===== src/design/kscb_pkg.sv =====
// Shared constants, types and the scan code to ASCII table for the keyboard buffer.
package kscb_pkg;

  localparam int BUFFER_DEPTH = 64;
  localparam int IDX_W = (BUFFER_DEPTH > 1) ? $clog2(BUFFER_DEPTH) : 1;
  localparam int CNT_W = $clog2(BUFFER_DEPTH + 1);
  localparam int CHAR_W = 7;

  localparam logic CMD_KEY  = 1'b0;
  localparam logic CMD_READ = 1'b1;

  localparam logic [7:0] CODE_CTRL_PRESS   = 8'h1D;
  localparam logic [7:0] CODE_CTRL_RELEASE = 8'h9D;
  localparam logic [7:0] CODE_KEY_C        = 8'h2E;
  localparam logic [7:0] CODE_KEY_D        = 8'h20;
  localparam logic [CHAR_W-1:0] EOF_MARK   = '0;

  // Flags that travel with a word from the lookup stage to the result register.
  typedef struct packed {
    logic hit;
    logic irq;
    logic wake;
  } stage_flags_t;

  // Set-1 make code to ASCII; zero marks a key that produces no character.
  function automatic logic [CHAR_W-1:0] key_map(input logic [6:0] code);
    logic [CHAR_W-1:0] ch;
    case (code)
      7'h01: ch = 7'h1B;
      7'h02: ch = 7'h31;
      7'h03: ch = 7'h32;
      7'h04: ch = 7'h33;
      7'h05: ch = 7'h34;
      7'h06: ch = 7'h35;
      7'h07: ch = 7'h36;
      7'h08: ch = 7'h37;
      7'h09: ch = 7'h38;
      7'h0A: ch = 7'h39;
      7'h0B: ch = 7'h30;
      7'h0C: ch = 7'h2D;
      7'h0D: ch = 7'h3D;
      7'h0E: ch = 7'h08;
      7'h0F: ch = 7'h09;
      7'h10: ch = 7'h71;
      7'h11: ch = 7'h77;
      7'h12: ch = 7'h65;
      7'h13: ch = 7'h72;
      7'h14: ch = 7'h74;
      7'h15: ch = 7'h79;
      7'h16: ch = 7'h75;
      7'h17: ch = 7'h69;
      7'h18: ch = 7'h6F;
      7'h19: ch = 7'h70;
      7'h1A: ch = 7'h5B;
      7'h1B: ch = 7'h5D;
      7'h1C: ch = 7'h0A;
      7'h1E: ch = 7'h61;
      7'h1F: ch = 7'h73;
      7'h20: ch = 7'h64;
      7'h21: ch = 7'h66;
      7'h22: ch = 7'h67;
      7'h23: ch = 7'h68;
      7'h24: ch = 7'h6A;
      7'h25: ch = 7'h6B;
      7'h26: ch = 7'h6C;
      7'h27: ch = 7'h3B;
      7'h28: ch = 7'h27;
      7'h29: ch = 7'h60;
      7'h2B: ch = 7'h7C;
      7'h2C: ch = 7'h7A;
      7'h2D: ch = 7'h78;
      7'h2E: ch = 7'h63;
      7'h2F: ch = 7'h76;
      7'h30: ch = 7'h62;
      7'h31: ch = 7'h6E;
      7'h32: ch = 7'h6D;
      7'h33: ch = 7'h2C;
      7'h34: ch = 7'h2E;
      7'h35: ch = 7'h2F;
      7'h37: ch = 7'h2A;
      7'h39: ch = 7'h20;
      7'h4A: ch = 7'h2D;
      7'h4E: ch = 7'h2B;
      default: ch = '0;
    endcase
    return ch;
  endfunction

endpackage


===== src/design/kscb_ram.sv =====
// Generic single-write, single-read RAM with a registered read port.
module kscb_ram #(
  parameter int WIDTH = 8,
  parameter int DEPTH = 64
) (
  input  logic                                    clk,
  input  logic                                    we,
  input  logic [((DEPTH > 1) ? $clog2(DEPTH) : 1)-1:0] waddr,
  input  logic [WIDTH-1:0]                        wdata,
  input  logic                                    re,
  input  logic [((DEPTH > 1) ? $clog2(DEPTH) : 1)-1:0] raddr,
  output logic [WIDTH-1:0]                        rdata
);

  logic [WIDTH-1:0] mem [DEPTH];

  always_ff @(posedge clk) begin
    if (we) begin
      mem[waddr] <= wdata;
    end
    if (re) begin
      rdata <= mem[raddr];
    end
  end

endmodule


===== src/design/keyboard_scan_code_buffer_core.sv =====
// Top level of the keyboard scan code buffer: Ctrl tracking, ASCII mapping and character store.
// Takes one word per cycle while item_stall is low and returns one result word per input word.
// The accepting edge issues the store read into its registered read port and registers the flags;
// the result register then loads when that stage advances, which result_stall can delay.
// A key event updates the Ctrl flag and the fill count and writes the store on the edge
// that accepts it, so a read accepted in the next cycle already sees that character. Store
// contents are not cleared at reset; only slots below the fill count are ever read back.
module keyboard_scan_code_buffer_core import kscb_pkg::*; (
  input  logic              clk,
  input  logic              rst,
  input  logic              item_valid,
  output logic              item_stall,
  input  logic              command,
  input  logic [7:0]        key_code,
  output logic              result_valid,
  input  logic              result_stall,
  output logic [CHAR_W-1:0] char_out,
  output logic              char_valid,
  output logic              is_eof,
  output logic              interrupt_event,
  output logic              wake_reader
);

  logic [CNT_W-1:0]  fill_count, fill_count_next;
  logic [CNT_W-1:0]  read_position, read_position_next;
  logic              ctrl_held, ctrl_held_next;
  logic              s1_valid;
  stage_flags_t      s1_flags, s1_flags_next;

  logic              accept, s1_advance;
  logic              we, re;
  logic [IDX_W-1:0]  waddr;
  logic [CHAR_W-1:0] wdata, rdata, key_char;
  logic              room, drained;

  assign s1_advance = s1_valid && (!result_valid || !result_stall);
  assign item_stall = s1_valid && !s1_advance;
  assign accept     = item_valid && !item_stall;

  assign key_char = key_map(key_code[6:0]);
  assign room     = fill_count < CNT_W'(BUFFER_DEPTH);
  assign drained  = read_position == fill_count;

  always_comb begin
    fill_count_next    = fill_count;
    read_position_next = read_position;
    ctrl_held_next     = ctrl_held;
    s1_flags_next      = '0;
    we                 = 1'b0;
    waddr              = fill_count[IDX_W-1:0];
    wdata              = key_char;
    re                 = 1'b0;
    if (accept) begin
      if (command == CMD_READ) begin
        if (read_position < fill_count) begin
          re                 = 1'b1;
          s1_flags_next.hit  = 1'b1;
          read_position_next = read_position + CNT_W'(1);
        end
      end else if (key_code == CODE_CTRL_PRESS) begin
        ctrl_held_next = 1'b1;
      end else if (key_code == CODE_CTRL_RELEASE) begin
        ctrl_held_next = 1'b0;
      end else if (!key_code[7]) begin
        ctrl_held_next = 1'b0;
        if (key_code == CODE_KEY_C && ctrl_held) begin
          s1_flags_next.irq = 1'b1;
        end else if (key_code == CODE_KEY_D && ctrl_held) begin
          if (room) begin
            we                 = 1'b1;
            wdata              = EOF_MARK;
            fill_count_next    = fill_count + CNT_W'(1);
            s1_flags_next.wake = 1'b1;
          end
        end else if (key_char != '0) begin
          if (room) begin
            we                 = 1'b1;
            fill_count_next    = fill_count + CNT_W'(1);
            s1_flags_next.wake = 1'b1;
          end else if (drained) begin
            // Buffer full and fully read: start over at the first slot.
            we                 = 1'b1;
            waddr              = '0;
            fill_count_next    = CNT_W'(1);
            read_position_next = '0;
            s1_flags_next.wake = 1'b1;
          end
        end
      end
    end
  end

  kscb_ram #(
    .WIDTH (CHAR_W),
    .DEPTH (BUFFER_DEPTH)
  ) u_store (
    .clk   (clk),
    .we    (we),
    .waddr (waddr),
    .wdata (wdata),
    .re    (re),
    .raddr (read_position[IDX_W-1:0]),
    .rdata (rdata)
  );

  always_ff @(posedge clk) begin
    if (rst) begin
      fill_count    <= '0;
      read_position <= '0;
      ctrl_held     <= 1'b0;
      s1_valid      <= 1'b0;
      result_valid  <= 1'b0;
    end else begin
      fill_count    <= fill_count_next;
      read_position <= read_position_next;
      ctrl_held     <= ctrl_held_next;
      if (accept) begin
        s1_valid <= 1'b1;
      end else if (s1_advance) begin
        s1_valid <= 1'b0;
      end
      if (s1_advance) begin
        result_valid <= 1'b1;
      end else if (!result_stall) begin
        result_valid <= 1'b0;
      end
    end
  end

  always_ff @(posedge clk) begin
    if (accept) begin
      s1_flags <= s1_flags_next;
    end
    if (s1_advance) begin
      char_out        <= s1_flags.hit ? rdata : '0;
      char_valid      <= s1_flags.hit;
      is_eof          <= s1_flags.hit && (rdata == EOF_MARK);
      interrupt_event <= s1_flags.irq;
      wake_reader     <= s1_flags.wake;
    end
  end

endmodule


===== config.mk =====
export PLATFORM = sky130hd
export DESIGN_NAME = keyboard_scan_code_buffer_core
export DESIGN_NICKNAME = d
export VERILOG_FILES = /design/src/design/kscb_pkg.sv /design/src/design/kscb_ram.sv /design/src/design/keyboard_scan_code_buffer_core.sv
export SDC_FILE = /design/constraint.sdc
export NUM_CORES = 1
export LEC_CHECK = 0
export ABC_AREA = 1
export BUFFER_PORTS_ARGS = -buffer_cell sky130_fd_sc_hd__buf_2
export CAP_MARGIN = 30
export CORE_AREA = 2 2 230 232
export CTS_BUF_LIST = sky130_fd_sc_hd__clkbuf_8
export DETAILED_ROUTE_END_ITERATION = 16
export DIE_AREA = 0 0 232 234
export GPL_ROUTABILITY_DRIVEN = 0
export GPL_TIMING_DRIVEN = 1
export PLACE_DENSITY_LB_ADDON = 0.05
export SETUP_SLACK_MARGIN = 0.05
export SKIP_LAST_GASP = 1
export SLEW_MARGIN = 30
export SYNTH_ARGS = -nofsm -noshare
export SYNTH_HDL_FRONTEND = slang
export SYNTH_SLANG_ARGS = --single-unit

===== constraint.sdc =====
create_clock -name clk -period 6.46 [get_ports clk]
set_clock_uncertainty 0.15 [all_clocks]
set_input_delay 0.969 -clock clk [delete_from_list [all_inputs] [get_ports clk]]
set_output_delay 0.969 -clock clk [all_outputs]
set_load 0.005 [all_outputs]

==> results.yml <==
pwr:
  vdd_drop_max_uv: 163.4
  leakagePower_nw: 7.822
  power_density_nw_per_um2: 290.0
synth:
  yosysWarningCount: 0
  syn-num-nets: 1801
  seq_area_frac_synth_pct: 70.09
  yosysMostFrequentCell: "edfxtp_1"
  synth.top_cell.area_share_pct: 68.44
  synth_area_leaders: "edfxtp_1 (68%), nor2_1 (5.9%), o21ai_0 (5.7%)"
  syn-instance-count: 1768
  synth.distinct_cells: 37
  synthFlopType: "edfxtp_1"
  synth_top_area_cell: "edfxtp_1"
  synth_edf_count: 469
  syn-cell-area_um2: 20580
  synth-seq-cells: 486
  syn_avg_cell_area_um2: 11.64
  async_flop_share_pct: 0
  ys_top_cells_by_count: "edfxtp_1 (469), nor2_1 (326), o21ai_0 (234), nand2_1 (209), nand3_1 (103)"
route:
  num_vias: 14020
  postRouteAntennaNets: 0
  drt_iter0_markers: 1186
  drt_first_pass_iters: 5
  drc: 0
  wire_per_inst_um: 22.86
  vias_per_cell: 5.511
  routed_wl_um: 58160
placement:
  hpwl_um: 33620
  port_buffers: 25
  dp_cells: 2391
critical_path:
  r2r_setup_slack_ns: 2.21
  r2r_cells: 12
  critPathCaptureType: "register"
  arrival_ns: 4.50
  crit_path_start_kind: "primary input"
  cp_max_fo: 23
  rr_endpoint: "u_store.mem[54][5]$_DFFE_PP_"
  required_ns: 6.61
  worstReg2RegStart: "fill_count[3]$_SDFFE_PP0P_"
  worstSetupPathType: "primary input to register"
floorplanning:
  die_h_um: 234
  die_x_um: 232
  start_util_pct: 39.56
  io_pins: 26
  die_area_um2: 54290
  core_um2: 52020
  rows: 84
global_route:
  grt_overflow: 0
  antenna_found_initial: 0
  grt_pass1_vias: 13940
  grt_max_degree: 227
  grt_pass1_wl_um: 86900
  grt.total_usage_pct: 21.66
clocking:
  cts.sinks: 486
  clk_pin_slew_ns: 0.06
  cts_buffer_depth: 3
  insertion_delay_ns: 0.67
  cts_resized: 0
  tritoncts: "built"
  numCtsBuffers: 84
  postCtsHoldBufs: 0
  htree_levels: 3
  ctsRootBufferMaster: "clkbuf_8"
  post_cts_buffers: 0
timing:
  tns_ns: 0
  fin_crit_ns: 4.353
  timing.final.crit_share_pct: 67.38
  worst_slew_pin_slew_ns: 0.9676
  slew_violations: 0
  max_freq_ghz: 0.2298
  hold_violations: 0
  rsz0062_at_grt: "false"
  slew-limit-headroom_pct: 35.14
  setup_violations: 0
layout:
  layout.nets: 1824
  synthToLayoutAreaGrowth_pct: 11.38
  fill_cells: 4854
  antenna_cells: 0
  drive_gt1_share_pct: 10.02
  stdcell_count: 2544
worst_hold_path:
  hold_class: "register to register"
  hold_depth: 0
  min_from: "s1_flags[1]$_SDFFCE_PP0P_"
  hold_end: "interrupt_event$_DFFE_PP_"
flow_run:
  maxCapViolCount: 0
outcome:
  status: "finished, final reports clean"
## area by class of cell
class	count	area, um^2	share of cell area [%]
inverter	63	241.5	1.054
timing repair buffer	43	309.0	1.348
tap	688	860.8	3.756
multi-input combinational	1113	5548	24.21
clock inverter	63	316.6	1.381
clock buffer	88	1211	5.284
sequential	486	14430	62.97
## registers in the layout, indices dropped and copies added, names as in the netlist
register,flops
fill_count,7
char_out,7
s1_flags,3
wake_reader,1
is_eof,1
read_position,7
ctrl_held,1
result_valid,1
char_valid,1
s1_valid,1
interrupt_event,1
u_store.mem,448
u_store.rdata,7
## layout by cell type (no fill, tap or decap), types with 3 or more instances in the layout
| cell | instances |
|---|---|
| o221ai_1 | 46 |
| nand2_2 | 4 |
| buf_2 | 25 |
| nor2_4 | 3 |
| inv_1 | 81 |
| ha_1 | 20 |
| edfxtp_1 | 469 |
| buf_4 | 14 |
| clkinv_2 | 9 |
| a21oi_1 | 35 |
| nor2_2 | 6 |
| nand4_1 | 14 |
| o21ai_0 | 234 |
| o211ai_1 | 11 |
| clkinv_1 | 23 |
| nand3_1 | 103 |
| inv_2 | 7 |
| nand2_4 | 5 |
| dfxtp_1 | 14 |
| a21oi_4 | 4 |
| clkbuf_8 | 88 |
| nor2_1 | 324 |
| nor3_1 | 9 |
| nand2_1 | 209 |
| o22ai_1 | 66 |
## kinds of logic after synthesis
kind of cell             after synthesis  share of synthesized area, %
AO/OA/AOI/OAI                        403                         11.24
flip-flops                           486                         70.09
adder cells (fa/ha/maj)               20                         1.216
AND/OR/NAND/NOR                      686                         14.00
buffers and inverters                169                         3.283
XOR/XNOR                               4                        0.1703
## worst max-delay path by stage
stage                 from                            to  cells after the start
2_1_floorplan  key_code[1]   u_store.mem[0][6]$_DFFE_PP_                      8
4_1_cts        key_code[2]  u_store.mem[35][0]$_DFFE_PP_                     17
3_5_place_dp   key_code[2]  u_store.mem[59][5]$_DFFE_PP_                     17
3_3_place_gp   key_code[2]  u_store.mem[59][0]$_DFFE_PP_                     17
6_report       key_code[2]  u_store.mem[54][5]$_DFFE_PP_                     17
5_1_grt        key_code[2]  u_store.mem[54][5]$_DFFE_PP_                     17
## per-stage QoR
step	power [W]	hold slack [ns]	instance area [um^2]	worst slack, ns	util (%)
floorplan	0.003902	0.2503	20580	1.411	-
global placement	0.004123	0.2631	21330	1.450	41.00
CTS	0.006720	0.2816	22880	2.110	43.98
global route	0.006900	0.2861	22920	1.776	44.05
finish	0.006646	0.2748	22920	2.107	44.05
detailed placement	0.004121	0.2667	21350	1.389	41.04
## worst max-delay path, cell delays in order
cell and delay, ns:
buf_2 0.33, inv_2 0.22, ha_1 0.33, nand2_1 0.05, nand2_1 0.08, nand2_1 0.05
inv_1 0.04, nand2_1 0.06, a21oi_2 0.22, nand2_1 0.08, nor2_1 0.11, nand3_2 0.14
nand2_2 0.26, nand2_1 0.13, nor2_1 0.15, nand3_1 0.50, nor2_1 0.75
## layer usage
metal / track usage, % / routed length [um] / vias to the layer above
li1: - / - / 6483
met1: 29.49 / 25920 / 6977
met2: 34.64 / 27200 / 444
met3: 4.426 / 3407 / 116
met4: 7.452 / 1627 / 0
met5: 0 / 0 / -
## power by group
group	total, W	internal, W	switching, W
Clock	0.00259	0.00134	0.00125
Combinational	0.000532	0.000124	0.000407
Sequential	0.00352	0.00350	0.0000194
Total	0.00665	0.00497	0.00168
Power figures use the tool's default switching activity.
